==> config.mk <==
export PLATFORM = sky130hd
export DESIGN_NAME = trr_front_flat
export DESIGN_NICKNAME = d
export VERILOG_FILES = /design/src/design/trr_pkg.sv /design/src/design/trr_if.sv /design/src/design/trr_front.sv /design/src/flat_wrapper.sv
export SDC_FILE = /design/constraint.sdc
export NUM_CORES = 1
export LEC_CHECK = 0
export BUFFER_PORTS_ARGS = -buffer_cell sky130_fd_sc_hd__buf_2
export CAP_MARGIN = 15
export CELL_PAD_IN_SITES_DETAIL_PLACEMENT = 0
export CELL_PAD_IN_SITES_GLOBAL_PLACEMENT = 1
export CORE_MARGIN = 5
export CORE_UTILIZATION = 44
export DETAILED_ROUTE_END_ITERATION = 12
export GPL_TIMING_DRIVEN = 1
export PLACE_DENSITY_LB_ADDON = 0.1
export SYNTH_ARGS = -nofsm -noshare
export SYNTH_HDL_FRONTEND = slang
export SYNTH_SLANG_ARGS = --single-unit
==> constraint.sdc <==
create_clock -name clk -period 7 [get_ports clk]
set_clock_uncertainty 0.15 [all_clocks]
set_input_delay 1.4 -clock clk [delete_from_list [all_inputs] [get_ports clk]]
set_output_delay 1.4 -clock clk [all_outputs]
set_load 0.005 [all_outputs]
==> src/design/trr_pkg.sv <==
// shared types and codes for the trace ring recorder
// no dependencies

package trr_pkg;

    // command codes
    localparam logic [2:0] CMD_SAMPLE = 3'd0;
    localparam logic [2:0] CMD_START  = 3'd1;
    localparam logic [2:0] CMD_STOP   = 3'd2;
    localparam logic [2:0] CMD_CLEAR  = 3'd3;
    localparam logic [2:0] CMD_READ   = 3'd4;
    localparam logic [2:0] CMD_INFO   = 3'd5;

    // result status codes
    localparam logic [2:0] STS_OK          = 3'd0;
    localparam logic [2:0] STS_NOT_STOPPED = 3'd1;
    localparam logic [2:0] STS_BAD_REQ     = 3'd2;
    localparam logic [2:0] STS_ALREADY_REC = 3'd3;
    localparam logic [2:0] STS_NOT_REC     = 3'd4;
    localparam logic [2:0] STS_STOP_FIRST  = 3'd5;
    localparam logic [2:0] STS_IGNORED     = 3'd6;

    // recorder states
    localparam logic [1:0] TS_IDLE = 2'd0;
    localparam logic [1:0] TS_REC  = 2'd1;
    localparam logic [1:0] TS_STOP = 2'd2;

    localparam logic [15:0] QUALITY_MAX = 16'hFFFF;
    localparam logic [31:0] PULSE_NONE  = 32'hFFFF_FFFF;

    // decoded command item, as held in the queue
    typedef struct packed {
        logic [2:0]  cmd;
        logic [31:0] now_ms;
        logic [31:0] pps_count;
        logic        pps_zero;
        logic [63:0] payload;
        logic [15:0] quality;
        logic [2:0]  flags;
        logic [31:0] from_seq;
        logic [6:0]  max_out;
    } item_t;

    // one stored ring entry
    typedef struct packed {
        logic [31:0] time_ms;
        logic [31:0] pps;
        logic [63:0] payload;
        logic [15:0] quality;
        logic [2:0]  flags;
    } rec_t;

    // one result item
    typedef struct packed {
        logic [2:0]  status;
        logic        last;
        logic [1:0]  trace_state;
        logic [31:0] next_seq;
        logic [10:0] held_count;
        logic [31:0] dropped;
        rec_t        rec;
    } rsp_t;

    function automatic rsp_t make_hdr(
        input logic [2:0]  status,
        input logic [1:0]  trace_state,
        input logic [31:0] next_seq,
        input logic [10:0] held_count,
        input logic [31:0] dropped
    );
        rsp_t r;
        r             = '0;
        r.status      = status;
        r.last        = 1'b1;
        r.trace_state = trace_state;
        r.next_seq    = next_seq;
        r.held_count  = held_count;
        r.dropped     = dropped;
        return r;
    endfunction

endpackage

==> src/design/trr_if.sv <==
// valid/ready channel interfaces for the trace ring recorder
// command channel and result channel; no dependencies

interface trr_req_if;
    logic        valid;
    logic        ready;
    logic [2:0]  cmd;
    logic [31:0] now_ms;
    logic [31:0] pps_count;
    logic [63:0] payload;
    logic [31:0] quality_ms;
    logic        pps_fresh;
    logic        time_valid;
    logic        temp_comp;
    logic [31:0] from_seq;
    logic [6:0]  max_out;

    modport source (
        output valid, cmd, now_ms, pps_count, payload, quality_ms,
               pps_fresh, time_valid, temp_comp, from_seq, max_out,
        input  ready
    );
    modport sink (
        input  valid, cmd, now_ms, pps_count, payload, quality_ms,
               pps_fresh, time_valid, temp_comp, from_seq, max_out,
        output ready
    );
endinterface


==> src/design/trr_front.sv <==
// command front end: decodes items and holds them in a two-entry queue
// depends on trr_pkg and trr_req_if

module trr_front
    import trr_pkg::*;
#(
    parameter int MAX_READ = 64
)
(
    input  logic       clk,
    input  logic       rst_n,
    trr_req_if.sink    req,
    output logic       q_valid,
    output item_t      q_item,
    input  logic       q_pop
);

    localparam logic [6:0] MAX_RD = 7'(MAX_READ);

    item_t       dec;
    item_t       q_reg [2];
    logic        wr_ptr_reg, wr_ptr_next;
    logic        rd_ptr_reg, rd_ptr_next;
    logic [1:0]  fill_reg, fill_next;
    logic        push;

    always_comb
    begin
        dec.cmd       = req.cmd;
        dec.now_ms    = req.now_ms;
        dec.pps_count = req.pps_count;
        dec.pps_zero  = (req.pps_count == 32'd0);
        dec.payload   = req.payload;
        dec.quality   = (req.quality_ms > 32'(QUALITY_MAX)) ? QUALITY_MAX
                                                            : req.quality_ms[15:0];
        dec.flags     = {req.temp_comp, req.time_valid, req.pps_fresh};
        dec.from_seq  = req.from_seq;
        dec.max_out   = (req.max_out > MAX_RD) ? MAX_RD : req.max_out;
    end

    assign req.ready = (fill_reg != 2'd2);
    assign push      = req.valid && req.ready;
    assign q_valid   = (fill_reg != 2'd0);
    assign q_item    = q_reg[rd_ptr_reg];

    always_comb
    begin
        wr_ptr_next = wr_ptr_reg ^ push;
        rd_ptr_next = rd_ptr_reg ^ q_pop;
        fill_next   = fill_reg + {1'b0, push} - {1'b0, q_pop};
    end

    always_ff @(posedge clk)
    begin
        if (push)
        begin
            q_reg[wr_ptr_reg] <= dec;
        end
    end

    always_ff @(posedge clk or negedge rst_n)
    begin
        if (!rst_n)
        begin
            wr_ptr_reg <= 1'b0;
            rd_ptr_reg <= 1'b0;
            fill_reg   <= 2'd0;
        end
        else
        begin
            wr_ptr_reg <= wr_ptr_next;
            rd_ptr_reg <= rd_ptr_next;
            fill_reg   <= fill_next;
        end
    end

    a_fill_bound: assert property (@(posedge clk) disable iff (!rst_n)
        fill_reg != 2'd3)
        else $error("queue fill out of range");

    a_no_pop_empty: assert property (@(posedge clk) disable iff (!rst_n)
        q_pop |-> q_valid)
        else $error("pop from empty queue");

endmodule

==> src/flat_wrapper.sv <==
// flat-port wrapper written by rule: the top's interface ports become plain ports
module trr_front_flat import trr_pkg::*;
#(
    parameter int MAX_READ = 64
)
  (clk, rst_n, q_valid, q_item, q_pop, req_valid, req_cmd, req_now_ms, req_pps_count, req_payload, req_quality_ms, req_pps_fresh, req_time_valid, req_temp_comp, req_from_seq, req_max_out, req_ready);
  trr_req_if req_i ();
  input  logic clk;
  input  logic rst_n;
  output logic q_valid;
  output item_t q_item;
  input  logic q_pop;
  input wire logic [$bits(req_i.valid)-1:0] req_valid;
  input wire logic [$bits(req_i.cmd)-1:0] req_cmd;
  input wire logic [$bits(req_i.now_ms)-1:0] req_now_ms;
  input wire logic [$bits(req_i.pps_count)-1:0] req_pps_count;
  input wire logic [$bits(req_i.payload)-1:0] req_payload;
  input wire logic [$bits(req_i.quality_ms)-1:0] req_quality_ms;
  input wire logic [$bits(req_i.pps_fresh)-1:0] req_pps_fresh;
  input wire logic [$bits(req_i.time_valid)-1:0] req_time_valid;
  input wire logic [$bits(req_i.temp_comp)-1:0] req_temp_comp;
  input wire logic [$bits(req_i.from_seq)-1:0] req_from_seq;
  input wire logic [$bits(req_i.max_out)-1:0] req_max_out;
  output wire logic [$bits(req_i.ready)-1:0] req_ready;
  assign req_i.valid = req_valid;
  assign req_i.cmd = req_cmd;
  assign req_i.now_ms = req_now_ms;
  assign req_i.pps_count = req_pps_count;
  assign req_i.payload = req_payload;
  assign req_i.quality_ms = req_quality_ms;
  assign req_i.pps_fresh = req_pps_fresh;
  assign req_i.time_valid = req_time_valid;
  assign req_i.temp_comp = req_temp_comp;
  assign req_i.from_seq = req_from_seq;
  assign req_i.max_out = req_max_out;
  assign req_ready = req_i.ready;
  trr_front #(.MAX_READ(MAX_READ)) u_core (.clk(clk), .rst_n(rst_n), .req(req_i), .q_valid(q_valid), .q_item(q_item), .q_pop(q_pop));
endmodule
==> results.ini <==
[clocking]
cts_tree=built
cts.sinks=384
cts-root-buf=clkbuf_16
post-cts-setup-buffer-count=0
holdBufCountCts=0
h-tree-depth=2
cts_made_buffers=41
worstSkewPairLatency_ns=0.51
clk_path_buf_depth=3
cts.repair.resized=0
clk_pin_slew_ns=0.06

[global_routing]
grt_pass1_wl_um=45310
antenna_found_initial=15
grt_max_degree=116
grt_overflow=0
grt_pass1_vias=7848
grt_usage_pct=16.57

[power_and_ir_drop]
clkPwrFrac_pct=28.0
comb_power_share_pct=25.8
p_sw_w=0.001940
p_int_w=0.005280
cellPowerDensity_nw_per_um2=403.6
pwr-share-seq_pct=46.2
leakage_nw=6.597
vdd_drop_max_uv=260.3
swShare_pct=26.87
power_w=0.007220

[floorplan]
rows=65
pin_count=401
fp.dieW_um=189.1
die_area_um2=35740
initial_utilization_pct=44.59
core_area_um2=31640
die_h_um=189.1

[yosys]
ys_warn_count=0
netlist_area_um2=14110
synthCells=649
ys_seq_elements=384
yosysSeqAreaShare_pct=81.60
synth_nets=862
avgSynthCellArea_um2=21.74
ys_types=17

[route]
ant_nets=0
dr.pass1.iters=4
drt_iter0_drc=264
vias=7479
drcViolationCount=0
avgRoutedWirePerCell_um=20.70
vias_per_cell=4.953
wirelength_um=31260

[sta]
finalSetupTns_ns=0
drv_slew=0
slew-limit-headroom_pct=27.83
setup_viol=0
period_needed_ns=4.377
fmax_ghz=0.2285
fin_crit_sh_pct=62.52
rsz0062_at_grt=no
tightest_slew_ns=1.083
finalHoldViolCount=0
fin_ws_ns=2.623

[worst_setup_path]
worstPathArrival_ns=2.83
critical_path_class=reg2out
endpoint_kind=output pin
cp_slowest_stage_delay_ns=1.13
r2r_slack_ns=4.56
cp-start-kind=flop
cp_max_fo=85
cpMaxStageDelayCell=dfrtp_4
worstPathRequired_ns=5.45
crit_chain=buf_12 -> mux2_2 -> buf_2

[final_layout]
filler_cell_count=2547
final_nets=1288
largest_register_ff_count=380
layout-drive-gt1-share_pct=59.46
multi_input_area_um2=2492
syn_to_final_growth_pct=26.79
register_area_um2=11510
fin_util_pct=56.54

[flow_run]
drv_cap=0

[hold_path]
min_path_type=reg2reg

[placement]
dpl_worst_slack_ns=3.153
globalplace.congestion=0.7921
portBuffers=400
hpwl_um=21230

[run_status]
status=finished, final reports clean

-- placed cells by master, fill, tap and decap left out, drive strengths merged --
master	netlist	routed
and2	1	1
buf	22	406
bufinv	0	2
clkbuf	1	60
clkinv	0	10
dfrtp	4	4
diode	0	3
edfxtp	380	380
ha	4	4
inv	4	5
mux2	190	190
nand2	1	1
nand4	3	3
nor2	1	1
nor2b	6	6
nor4	12	12
or2	17	17
xnor2	2	2
xor2	1	1
-- synth_stat cells --
cell type | number | area, um^2
and2_1 | 1 | 6.260
buf_2 | 22 | 110.1
clkbuf_1 | 1 | 3.750
dfrtp_1 | 4 | 100.1
edfxtp_1 | 380 | 11410
ha_1 | 4 | 50.05
inv_1 | 4 | 15.01
mux2_2 | 190 | 2140
nand2_1 | 1 | 3.750
nand4_1 | 3 | 18.77
nor2_1 | 1 | 3.750
nor2b_1 | 6 | 37.54
nor4_1 | 12 | 75.07
or2_1 | 10 | 62.56
or2_2 | 7 | 43.79
xnor2_1 | 2 | 17.52
xor2_1 | 1 | 8.760
-- area by class of cell --
class	instances	share of cell area (%)
antenna	3	0.04197
clock buffer	60	6.484
clock inverter	13	0.6156
inverter	4	0.08394
multi-input combinational	238	13.93
sequential	384	64.37
tap	402	2.812
timing repair buffer	406	11.65
-- path summary, 6_finish.rpt --
| path | endpoint | startpoint | cells past startpoint |
|---|---|---|---|
| setup reg to reg | u_core.q_reg[1][3]$_DFFE_PP_ | u_core.fill_reg[1]$_DFF_PN0_ | 4 |
| min in group asynchronous | u_core.wr_ptr_reg$_DFF_PN0_ | rst_n | 1 |
| hold reg to reg | u_core.fill_reg[1]$_DFF_PN0_ | u_core.fill_reg[1]$_DFF_PN0_ | 1 |
| setup / recovery | q_item[164] | u_core.rd_ptr_reg$_DFF_PN0_ | 3 |
| hold / removal | u_core.fill_reg[1]$_DFF_PN0_ | u_core.fill_reg[1]$_DFF_PN0_ | 1 |
| max in group asynchronous | u_core.rd_ptr_reg$_DFF_PN0_ | rst_n | 1 |
-- metrics by stage --
| stage | hold WS (ns) | cells | cell area, um^2 |
|---|---|---|---|
| 4_1_cts | 0.3547 | 1507 | 17880 |
| 3_3_place_gp | 0.3447 | 1434 | 16610 |
| 6_report | 0.3507 | 1510 | 17890 |
| 2_1_floorplan | 0.3092 | 649 | 14110 |
| 3_5_place_dp | 0.3426 | 1434 | 16610 |
| 5_1_grt | 0.3721 | 1510 | 17890 |
-- kinds of logic after synthesis --
kind of cell | share of synthesized area (%)
xor+xnor | 0.1863
flops | 81.60
buf+inv | 0.9135
mux | 15.17
simple gates | 1.783
fa+ha+maj | 0.3548
-- power by group through the flow --
stage | clock (W) | sequential [W] | combinational, W
global route | 0.00218 | 0.00337 | 0.00204
CTS | 0.00208 | 0.00334 | 0.00193
floorplan | 0 | 0.00336 | 0.00113
finish | 0.00202 | 0.00333 | 0.00187
global placement | 0 | 0.00338 | 0.00193
detailed placement | 0 | 0.00339 | 0.00192
-- critical path: cells and delay by family (launching register included) --
family / cells / cell delay [ns]
mux: 1 / 0.43
buf+inv: 2 / 0.60
flops: 1 / 1.13
-- layer usage --
layer	global-route usage (%)	vias to the layer above	wire (um)	part of all wire, %
met4	5.073	24	844	2.7
met3	7.836	72	3310	11
met2	28.40	300	15370	49
met5	0	-	151	0.48
li1	-	3451	-	-
met1	18.45	3632	11590	37
Power figures use the tool's default switching activity.
